$ cat config.mk
export PLATFORM = sky130hd
export DESIGN_NAME = ata_ram
export DESIGN_NICKNAME = d
export VERILOG_FILES = /design/src/hw/rtl/adaptive_temporal_accumulator_macros.svh /design/src/hw/rtl/ata_ram.sv
export SDC_FILE = /design/constraint.sdc
export NUM_CORES = 1
export LEC_CHECK = 0
export BUFFER_PORTS_ARGS = -buffer_cell sky130_fd_sc_hd__buf_2
export CAP_MARGIN = 15
export CORE_ASPECT_RATIO = 1.5
export CORE_MARGIN = 4
export CORE_UTILIZATION = 30
export CTS_CLUSTER_SIZE = 30
export DETAILED_ROUTE_END_ITERATION = 8
export PLACE_DENSITY_LB_ADDON = 0.15
export SYNTH_ARGS = -nofsm -noshare
export SYNTH_HDL_FRONTEND = slang
export SYNTH_SLANG_ARGS = --single-unit
$ cat constraint.sdc
create_clock -name i_clk -period 3.1 [get_ports i_clk]
set_clock_uncertainty 0.05 [all_clocks]
set_input_delay 0.93 -clock i_clk [delete_from_list [all_inputs] [get_ports i_clk]]
set_output_delay 0.93 -clock i_clk [all_outputs]
set_load 0.02 [all_outputs]
$ cat src/hw/rtl/adaptive_temporal_accumulator_macros.svh
// Assertion macros for the temporal accumulator.
`ifndef ADAPTIVE_TEMPORAL_ACCUMULATOR_MACROS_SVH
`define ADAPTIVE_TEMPORAL_ACCUMULATOR_MACROS_SVH

// same-cycle implication, clocked on i_clk, off during reset
`define ATA_ASSERT_IMP(lbl, ante, cons) \
    lbl: assert property (@(posedge i_clk) disable iff (!i_rst_n) (ante) |-> (cons)) \
        else $error("assertion failed: lbl");

// next-cycle implication
`define ATA_ASSERT_NXT(lbl, ante, cons) \
    lbl: assert property (@(posedge i_clk) disable iff (!i_rst_n) (ante) |=> (cons)) \
        else $error("assertion failed: lbl");

`endif

$ cat src/hw/rtl/ata_ram.sv
// Generic simple dual-port RAM with registered read.
module ata_ram #(
    parameter int WIDTH = 8,
    parameter int DEPTH = 16
) (
    input  logic                                  i_clk,
    input  logic                                  i_we,
    input  logic [(DEPTH > 1 ? $clog2(DEPTH) : 1)-1:0] i_waddr,
    input  logic [WIDTH-1:0]                      i_wdata,
    input  logic                                  i_re,
    input  logic [(DEPTH > 1 ? $clog2(DEPTH) : 1)-1:0] i_raddr,
    output logic [WIDTH-1:0]                      o_rdata
);
    logic [WIDTH-1:0] r_mem [DEPTH];
    logic [WIDTH-1:0] r_rdata;

    always_ff @(posedge i_clk) begin
        if (i_we) begin
            r_mem[i_waddr] <= i_wdata;
        end
        if (i_re) begin
            r_rdata <= r_mem[i_raddr];
        end
    end

    assign o_rdata = r_rdata;
endmodule

==> flow_metrics.py <==
metrics = {
    "layout": {
        "antenna_cells": 0,
        "layout-drive-gt1-share_pct": 31.9,
        "area_growth_syn_to_layout_pct": 21.0,
        "final_core_util_pct": 37.3,
        "fin_nets": 304,
    },
    "grt": {
        "gr-total-overflow": 0,
        "grt_max_degree": 33,
        "grt_pass1_wl_um": 16900,
        "grtUsageTotal_pct": 12.2,
        "first_global_vias": 2661,
        "antenna_found_initial": 0,
    },
    "logic_synthesis": {
        "yosysWarnings": 0,
        "synth_area_leaders": "edfxtp_1 (78%), mux4_2 (7.8%), mux4_1 (7.0%)",
        "syn-num-nets": 248,
        "dominantRegCellSynth": "edfxtp_1",
        "synth_area_per_cell_sq_um": 22.8,
        "synth_top_area_cell": "edfxtp_1",
        "ys_ff_latch": 136,
        "synth_edf_count": 136,
        "synthArstFlopShare_pct": 0,
        "synth_cell_type_count": 18,
        "synth_top_area_share_pct": 78.1,
        "syn_area_sq_mm": 0.00523,
        "synthCells": 229,
        "yosysSeqAreaShare_pct": 78.1,
    },
    "power": {
        "swShare_pct": 19.8,
        "p_seq_share_pct": 47.8,
        "power_switching_uw": 865,
        "leakage_uw": 0.00213,
        "p_per_area_mw_per_mm2": 689,
        "p_int_uw": 3490,
        "power_uw": 4360,
        "comb_power_share_pct": 4.6,
        "p_clk_share_pct": 47.6,
        "ir_drop_mv": 0.235,
    },
    "drt": {
        "ant_nets": 0,
        "dr.first_iter.drc_count": 188,
        "wl_per_cell_um": 21.9,
        "via_per_inst": 4.80,
        "drt_wl_total_um": 11100,
        "vias": 2438,
        "drtPass1Iterations": 4,
        "drc": 0,
    },
    "clocking": {
        "cts_buffers": 17,
        "clk-insertion-delay-late_ns": 0.41,
        "path_clk_slew_ns": 0.06,
        "cts.sinks": 136,
        "cts_tree": "built",
        "post-cts-setup-buffers": 0,
        "cts.path.max_buffers": 2,
        "clock-root-buffer": "clkbuf_16",
        "ctsHoldBuffers": 0,
        "cts_repair_resize_count": 0,
        "htreeDepth": 4,
    },
    "min_path": {
        "holdCritPathClass": "register to register",
        "holdPathEnd": "o_rdata[1]",
        "min_from": "r_mem[12][1]",
        "whs_path_depth": 3,
    },
    "outcome": {
        "status": "complete, no violations",
    },
    "setup_path": {
        "cp_max_fo": 32,
        "required_ns": 3.20,
        "slowest_stage": "mux4_1",
        "crit_path_max_incr_delay_ns": 0.59,
        "cp_top_family": "multiplexers",
        "worstSetupEndpointType": "register",
        "critical_path_class": "primary input to register",
        "cp-startpoint": "i_raddr[0]",
        "cp_cell_sequence": "buf_2 > buf_12 > mux4_1 > a22oi_1 > nand2_1",
        "worstPathArrival_ns": 2.26,
        "r2r_cells": 3,
        "critPathBufInv": 2,
        "r2r-end": "o_rdata[3]",
        "cp.depth": 5,
        "worst-r2r-setup-slack_ns": 1.56,
        "r2r-start": "r_mem[1][3]",
        "critPathLaunchType": "primary input",
    },
    "sta": {
        "relSlewSlack_pct": 51.6,
        "final-setup-viol-count": 0,
        "fin_tns_setup_ns": 0,
        "fmax_mhz": 462,
        "min_period_ns": 2.16,
        "period_share_pct": 69.8,
        "worst_pin_slew_ns": 0.723,
        "final_hold_viol_count": 0,
        "rsz0062_at_grt": "false",
        "drv_slew": 0,
    },
    "floorplanning": {
        "rows": 58,
        "core_sq_mm": 0.0170,
        "die_area_sq_mm": 0.0196,
        "die_w_um": 116,
        "num_io_pins": 27,
        "initial_core_util_pct": 30.8,
        "die_y_um": 170,
    },
    "placement": {
        "portBuffers": 26,
        "hpwl_um": 7350,
        "gp_congestion": 0.697,
    },
    "run": {
        "maxCapViolCount": 0,
    },
}
-- synthesized netlist by cell type (2+ instances only) --
master and n:
edfxtp_1 136, mux4_2 18, a22oi_1 16, mux4_1 14, nor2_1 13, nand2_1 9
nor3_1 4, buf_2 3, buf_6 3, clkdlybuf4s25_2 3, nand2b_1 2, nand3b_1 2
-- area by class of cell --
cell class	count	area [sq um]
Tap cell	210	263
Sequential cell	136	4080
Clock inverter	13	178
Fill cell	1605	10700
Multi-Input combinational cell	83	1060
Timing Repair Buffer	47	313
Clock buffer	19	433
-- power by group through the flow --
| stage | logic (uW) | registers (uW) | clock network (uW) |
|---|---|---|---|
| floorplan | 105 | 2130 | 0 |
| global route | 221 | 2090 | 2220 |
| detailed placement | 209 | 2120 | 0 |
| finish | 203 | 2080 | 2070 |
| global placement | 207 | 2120 | 0 |
| CTS | 209 | 2090 | 2120 |
-- registers in the layout, summed over array words and instances (netlist names) --
| register | cells |
|---|---|
| r_mem | 128 |
| o_rdata | 8 |
-- layer usage --
metal  routed length [um]  share of wire [%]  vias up  track usage, %
li1                     -                  -     1094               -
met2                 6170                 55       56            21.1
met4                  147                1.3        0            5.30
met1                 4510                 40     1280            14.6
met5                    0                  0        -               0
met3                  311                2.8        8            2.50
-- kinds of logic after synthesis --
family,count (synthesis),share of synthesized area (%)
AND/OR/NAND/NOR,35,3.14
AO/OA/AOI/OAI,16,2.30
flip-flops,136,78.1
multiplexers,32,14.8
buffers and inverters,10,1.65
-- tightest hold or removal path, stage by stage (launching register included) --
cell      delay [ns]
edfxtp_1        0.31
mux4_2          0.22
a22oi_1         0.06
nand2_1         0.06
-- layout by cell type (no fill, tap or decap), types with 2 or more instances in the layout --
| master | synthesis | layout |
|---|---|---|
| edfxtp_1 | 136 | 136 |
| buf_2 | 3 | 26 |
| buf_4 | 1 | 19 |
| mux4_2 | 18 | 18 |
| clkbuf_16 | 0 | 17 |
| a22oi_1 | 16 | 16 |
| mux4_1 | 14 | 14 |
| nor2_1 | 13 | 13 |
| nand2_1 | 9 | 9 |
| nor3_1 | 4 | 4 |
| clkinv_2 | 0 | 4 |
| bufinv_16 | 0 | 4 |
| nand3b_1 | 2 | 2 |
| nand2b_1 | 2 | 2 |
| clkbuf_1 | 0 | 2 |
| clkinv_4 | 0 | 2 |
| buf_12 | 0 | 2 |
-- metrics by stage --
stage / hold WS, ns / setup slack [ns] / area, sq um / cells
floorplan: 0.655 / 0.627 / 5230 / 229
global route: 0.732 / 0.867 / 6330 / 508
detailed placement: 0.692 / 0.499 / 5720 / 476
finish: 0.688 / 0.936 / 6330 / 508
global placement: 0.677 / 0.493 / 5720 / 476
CTS: 0.702 / 0.937 / 6330 / 508
-- worst max path at each step --
stage,to,slack (ns)
finish,o_rdata[0],0.94
global route,o_rdata[5],0.87
CTS,o_rdata[0],0.94
detailed placement,o_rdata[0],0.50
global placement,o_rdata[1],0.49
floorplan,r_mem[0][0],0.63
No activity file was read; power rests on OpenSTA's default activity.
