**src/hw/rtl/adaptive_temporal_accumulator_macros.svh**
```systemverilog
// Assertion macros for the temporal accumulator.
`ifndef ADAPTIVE_TEMPORAL_ACCUMULATOR_MACROS_SVH
`define ADAPTIVE_TEMPORAL_ACCUMULATOR_MACROS_SVH

// same-cycle implication, clocked on i_clk, off during reset
`define ATA_ASSERT_IMP(lbl, ante, cons) \
    lbl: assert property (@(posedge i_clk) disable iff (!i_rst_n) (ante) |-> (cons)) \
        else $error("assertion failed: lbl");

// next-cycle implication
`define ATA_ASSERT_NXT(lbl, ante, cons) \
    lbl: assert property (@(posedge i_clk) disable iff (!i_rst_n) (ante) |=> (cons)) \
        else $error("assertion failed: lbl");

`endif

```
**src/hw/rtl/ata_pkg.sv**
```systemverilog
// Shared types and constants of the temporal accumulator.
package ata_pkg;

    localparam int COLOR_W = 17;
    localparam int NOISE_W = 12;
    localparam int VAR_W   = 18;
    localparam int DEN_W   = 20;
    localparam int NUM_W   = 36;
    localparam int QUO_W   = 17;
    localparam int CFG_IDX_W = 2;

    localparam logic [COLOR_W-1:0] ONE      = 17'd65536;
    localparam logic [COLOR_W-1:0] HALF     = 17'd32768;
    localparam logic [COLOR_W-1:0] GAIN_INS = 17'd42598;
    localparam logic [COLOR_W-1:0] INS_LIM  = 17'd6553;
    localparam logic [COLOR_W-1:0] VAR_SAT  = 17'h1FFFF;

    localparam logic [15:0] LUMA_R   = 16'd13933;
    localparam logic [15:0] LUMA_G   = 16'd46871;
    localparam logic [15:0] LUMA_B   = 16'd4732;
    localparam logic [15:0] NOISE_K  = 16'd3277;
    localparam logic [15:0] MOM_KEEP = 16'd58982;
    localparam logic [15:0] MOM_NEW  = 16'd6554;
    localparam logic [3:0]  NOISE_BASE = 4'd7;
    localparam logic [2:0]  WARM_COUNT = 3'd4;

    localparam logic [CFG_IDX_W-1:0] CFG_GAIN_MIN = 2'd0;
    localparam logic [CFG_IDX_W-1:0] CFG_GAIN_MAX = 2'd1;
    localparam logic [CFG_IDX_W-1:0] CFG_VAR_FLR  = 2'd2;

    localparam logic [COLOR_W-1:0] RST_GAIN_MIN = 17'd7864;
    localparam logic [COLOR_W-1:0] RST_GAIN_MAX = 17'd55706;
    localparam logic [COLOR_W-1:0] RST_VAR_FLR  = 17'd10;

    typedef struct packed {
        logic [15:0]        pixel_addr;
        logic [COLOR_W-1:0] cur_red;
        logic [COLOR_W-1:0] cur_green;
        logic [COLOR_W-1:0] cur_blue;
        logic               drop_history;
        logic               end_of_frame;
    } t_in_word;

    typedef struct packed {
        logic [COLOR_W-1:0] out_red;
        logic [COLOR_W-1:0] out_green;
        logic [COLOR_W-1:0] out_blue;
        logic [COLOR_W-1:0] variance_est;
    } t_out_word;

endpackage

```
**src/hw/rtl/ata_div.sv**
```systemverilog
// Pipelined restoring divider, one quotient bit per stage, with side payload.
module ata_div #(
    parameter int AW      = 16,
    parameter int CARRY_W = 8
) (
    input  logic                        i_clk,
    input  logic                        i_rst_n,
    input  logic                        i_en,
    input  logic                        i_valid,
    input  logic [ata_pkg::NUM_W-1:0]   i_num,
    input  logic [ata_pkg::DEN_W-1:0]   i_den,
    input  logic [AW-1:0]               i_addr,
    input  logic [CARRY_W-1:0]          i_carry,
    input  logic [AW-1:0]               i_probe,
    output logic                        o_hit,
    output logic                        o_valid,
    output logic [ata_pkg::QUO_W-1:0]   o_quo,
    output logic [AW-1:0]               o_addr,
    output logic [CARRY_W-1:0]          o_carry
);
    import ata_pkg::*;

    logic               w_valid [QUO_W+1];
    logic [NUM_W-1:0]   w_rem   [QUO_W+1];
    logic [DEN_W-1:0]   w_den   [QUO_W+1];
    logic [QUO_W-1:0]   w_quo   [QUO_W+1];
    logic [AW-1:0]      w_addr  [QUO_W+1];
    logic [CARRY_W-1:0] w_carry [QUO_W+1];

    logic               r_valid [QUO_W];
    logic [NUM_W-1:0]   r_rem   [QUO_W];
    logic [DEN_W-1:0]   r_den   [QUO_W];
    logic [QUO_W-1:0]   r_quo   [QUO_W];
    logic [AW-1:0]      r_addr  [QUO_W];
    logic [CARRY_W-1:0] r_carry [QUO_W];

    assign w_valid[0] = i_valid;
    assign w_rem[0]   = i_num;
    assign w_den[0]   = i_den;
    assign w_quo[0]   = '0;
    assign w_addr[0]  = i_addr;
    assign w_carry[0] = i_carry;

    for (genvar i = 0; i < QUO_W; i++) begin : g_stage
        logic [NUM_W-1:0] trial;
        logic             take;

        assign trial = NUM_W'(w_den[i]) << (QUO_W - 1 - i);
        assign take  = (w_rem[i] >= trial);

        always_ff @(posedge i_clk) begin
            if (!i_rst_n) begin
                r_valid[i] <= 1'b0;
            end else if (i_en) begin
                r_valid[i] <= w_valid[i];
            end
        end

        always_ff @(posedge i_clk) begin
            if (i_en) begin
                r_rem[i]   <= take ? w_rem[i] - trial : w_rem[i];
                r_quo[i]   <= take ? (w_quo[i] | (QUO_W'(1) << (QUO_W - 1 - i))) : w_quo[i];
                r_den[i]   <= w_den[i];
                r_addr[i]  <= w_addr[i];
                r_carry[i] <= w_carry[i];
            end
        end

        assign w_valid[i+1] = r_valid[i];
        assign w_rem[i+1]   = r_rem[i];
        assign w_den[i+1]   = r_den[i];
        assign w_quo[i+1]   = r_quo[i];
        assign w_addr[i+1]  = r_addr[i];
        assign w_carry[i+1] = r_carry[i];
    end

    always_comb begin
        o_hit = 1'b0;
        for (int k = 0; k < QUO_W; k++) begin
            o_hit = o_hit | (r_valid[k] && (r_addr[k] == i_probe));
        end
    end

    assign o_valid = w_valid[QUO_W];
    assign o_quo   = w_quo[QUO_W];
    assign o_addr  = w_addr[QUO_W];
    assign o_carry = w_carry[QUO_W];
endmodule

```
**config.mk**
```make
export PLATFORM = sky130hd
export DESIGN_NAME = ata_div
export DESIGN_NICKNAME = d
export VERILOG_FILES = /design/src/hw/rtl/adaptive_temporal_accumulator_macros.svh /design/src/hw/rtl/ata_pkg.sv /design/src/hw/rtl/ata_div.sv
export SDC_FILE = /design/constraint.sdc
export NUM_CORES = 2
export LEC_CHECK = 0
export BUFFER_PORTS_ARGS = -buffer_cell sky130_fd_sc_hd__buf_4
export CORE_MARGIN = 4
export CORE_UTILIZATION = 35
export CTS_CLUSTER_SIZE = 14
export DETAILED_ROUTE_END_ITERATION = 10
export PLACE_DENSITY = 0.52
export SETUP_SLACK_MARGIN = 0.3
export SKIP_LAST_GASP = 1
export SYNTH_ARGS = -nofsm -noshare
export SYNTH_HDL_FRONTEND = slang
export SYNTH_SLANG_ARGS = --single-unit
```
**constraint.sdc**
```tcl
create_clock -name i_clk -period 3.8 [get_ports i_clk]
set_input_delay 0.76 -clock i_clk [delete_from_list [all_inputs] [get_ports i_clk]]
set_output_delay 0.76 -clock i_clk [all_outputs]
set_load 0.03 [all_outputs]
```
==> impl_metrics.env <==
export IMPL_max_slew_worst_pin_slew_ns=0.829
export IMPL_final_setup_viol_count=0
export IMPL_fp_row_count=164
export IMPL_p_per_area_nw_per_um2=667
export IMPL_worst_r2r_cell_count=10
export IMPL_clk_pin_slew_worst_paths_ns=0.06
export IMPL_ant_nets=0
export IMPL_dp_hpwl_um=103000
export IMPL_wl_per_cell_um=16.4
export IMPL_place_ws_ns=-0.147
export IMPL_yosysWarnings=0
export IMPL_yosys_area_top_type_share=0.629
export IMPL_netlist_area_sq_um=70400
export IMPL_clock_skew_ns=0.0236
export IMPL_cts_hold_buffers_added=0
export IMPL_drt_iter0_markers=2287
export IMPL_finalCriticalPeriod_ns=3.65
export IMPL_cp_max_fo=2
export IMPL_ios=143
export IMPL_port_buffers=142
export IMPL_hp_class="input pin to register"
export IMPL_vias=41500
export IMPL_finish_cell_count_without_fillers=8587
export IMPL_startpoint="r_addr[15][0]"
export IMPL_synth_cell_type_count=82
export IMPL_worstHoldStart="i_carry[5]"
export IMPL_worstHoldPathCells=1
export IMPL_wirelength_um=141000
export IMPL_grt_pass1_vias=43200
export IMPL_overflow=0
export IMPL_grt_use_total=0.134
export IMPL_cts_root_buf="clkbuf_16"
export IMPL_cts_sinks=1474
export IMPL_place_inst=8275
export IMPL_yosysMostFrequentCell="edfxtp_1"
export IMPL_fmax_mhz=274
export IMPL_synthCells=5469
export IMPL_via_per_inst=4.83
export IMPL_grt_pass1_wl_um=225000
export IMPL_final_max_slew_viol_count=0
export IMPL_layout_drive_gt1_share=0.112
export IMPL_timing_rr_start="r_rem[0][63]"
export IMPL_die_w_um=456
export IMPL_tritoncts="done"
export IMPL_rsz0062_at_grt="yes"
export IMPL_ir_drop_uv=469
export IMPL_finalHoldViolations=0
export IMPL_fp_dieArea_sq_um=208000
export IMPL_leakagePower_nw=30.1
export IMPL_clockBufferDepth=3
export IMPL_fin_crit_sh=0.960
export IMPL_start_util=0.352
export IMPL_synth_main_ff_cell="edfxtp_1"
export IMPL_drc=0
export IMPL_placed_area_sq_um=75500
export IMPL_final_setup_worst_slack_ns=0.150
export IMPL_clkLatencyLatePin_ns=0.80
export IMPL_cap_viol_max_count=0
export IMPL_syn_area_per_cell_sq_um=12.9
export IMPL_ys_seq_area_frac=0.629
export IMPL_syn_num_nets=5925
export IMPL_cp_data_arrival_time_ns=2.89
export IMPL_status="complete, no violations"
export IMPL_finalPower_mw=54.2
export IMPL_grt_max_degree=147
export IMPL_nNetsFinal=6252
export IMPL_path_class="register to output port"
export IMPL_synth_seq_cells=1474
export IMPL_synthTopCellsByArea="edfxtp_1, ha_1, xnor2_1"
export IMPL_relSlewSlack=0.447
export IMPL_endpoint_kind="output port"
export IMPL_synthArstFlopShare=0
export IMPL_finalSetupTns_ns=0
export IMPL_grt_antenna_before_repair=4
export IMPL_drtPass1Iterations=7
export IMPL_htreeDepth=4
export IMPL_gp_congestion=0.938
export IMPL_synth_edf_count=1473
export IMPL_synth_common_cells="edfxtp_1, inv_1, xnor2_1"
export IMPL_areaGrowthSynthToFinish_pct=15.4
export IMPL_numCtsBuffers=168
export IMPL_die_h_um=456
export IMPL_yosys_area_top_type="edfxtp_1"
export IMPL_cp_required_ns=3.04
export IMPL_coreArea_sq_um=200000
export IMPL_startpoint_type="register"
export IMPL_fin_area_sq_um=81200
## layout by cell type (no fill, tap or decap), types with 18 or more instances in the layout
master	synthesis	final
a31oi_1	34	32
nor2_1	298	296
edfxtp_1	1473	1473
clkinv_1	1	38
nor4_1	89	77
buf_4	17	257
o21bai_1	27	26
o21ai_0	318	313
a21oi_1	326	323
nor3_1	88	85
o21a_1	63	63
clkinv_2	0	21
nand2b_1	51	51
ha_1	340	338
a21o_1	111	111
and3_1	30	29
nor2b_1	50	49
o31a_1	22	22
nand2_1	354	354
nand4_1	96	96
clkbuf_1	96	40
clkbuf_16	0	170
buf_12	0	24
xnor2_1	419	419
xor2_1	202	200
o31ai_1	27	23
inv_1	425	425
or3_1	38	36
a211oi_1	35	32
or4_1	29	27
mux2_2	57	57
or2_2	23	23
and2_1	18	18
nand3_1	91	91
## kinds of logic (layout without fill, tap and decap cells)
| kind of cell | Yosys count | in the layout | share of synthesized area |
|---|---|---|---|
| compound gates | 1091 | 1091 | 0.0952 |
| flops | 1474 | 1474 | 0.629 |
| other cells | 0 | 4 | 0 |
| xor+xnor | 621 | 621 | 0.0773 |
| mux | 63 | 63 | 0.0100 |
| buf+inv | 553 | 1011 | 0.0307 |
| simple gates | 1311 | 1311 | 0.0927 |
| fa+ha+maj | 356 | 356 | 0.0650 |
## repair_timing
item	in CTS	in global routing
pin swaps	3	9
resized for setup	17	43
endpoints found under the setup margin	42	157
cloned	0	1
buffers inserted	3	3
## layer usage
| layer | GRT usage | up-vias | share of wire |
|---|---|---|---|
| met4 | 0.0679 | 4 | 0.050 |
| met5 | 0 | - | 0.00018 |
| met1 | 0.146 | 19400 | 0.40 |
| met3 | 0.0235 | 382 | 0.034 |
| met2 | 0.248 | 734 | 0.52 |
| li1 | - | 20900 | - |
## worst max-delay path: stages (launching register included)
cell and delay, ns:
edfxtp_1 0.42, xor2_2 0.23, nor4_1 0.09, nand4_1 0.11, nor4_2 0.06, a31oi_2 0.29, nand4_1 0.19, nor4_4 0.26
nand4_1 0.21, buf_4 0.22
## stage by stage
stage / hold slack, ns / util
floorplan: 0.400 / -
global placement: 0.400 / 0.378
detailed placement: 0.405 / 0.378
CTS: 0.0468 / 0.405
global route: 0.0699 / 0.406
finish: 0.136 / 0.406
## final timing paths
| kind | endpoint | slack, ns |
|---|---|---|
| max reg2reg | r_rem[0][90] | 0.40 |
| min reg2reg | r_quo[0][115] | 0.40 |
| min | r_carry[0][5] | 0.14 |
| max | o_hit | 0.15 |
## report_power, final
part	internal, mW	total [mW]	switching [mW]	leakage (nW)
combinational	6.95	15.7	8.70	13.3
sequential	21.6	23.1	1.49	14.3
clock	8.94	15.4	6.44	2.55
total	37.5	54.2	16.6	30.1
## registers in the layout, indices dropped and copies added (netlist names)
register / count
r_addr: 272
r_carry: 136
r_den: 320
r_quo: 153
r_rem: 576
r_valid: 17
## final cells by class
class	count	area (sq um)
antenna	4	10.0
tap	2656	3320
multi-input combinational	3442	24300
sequential	1474	44300
clock buffer	209	4380
clock inverter	92	851
inverter	427	1600
timing repair buffer	283	2460
fill	18600	119000
No activity file was read; power rests on OpenSTA's default activity.
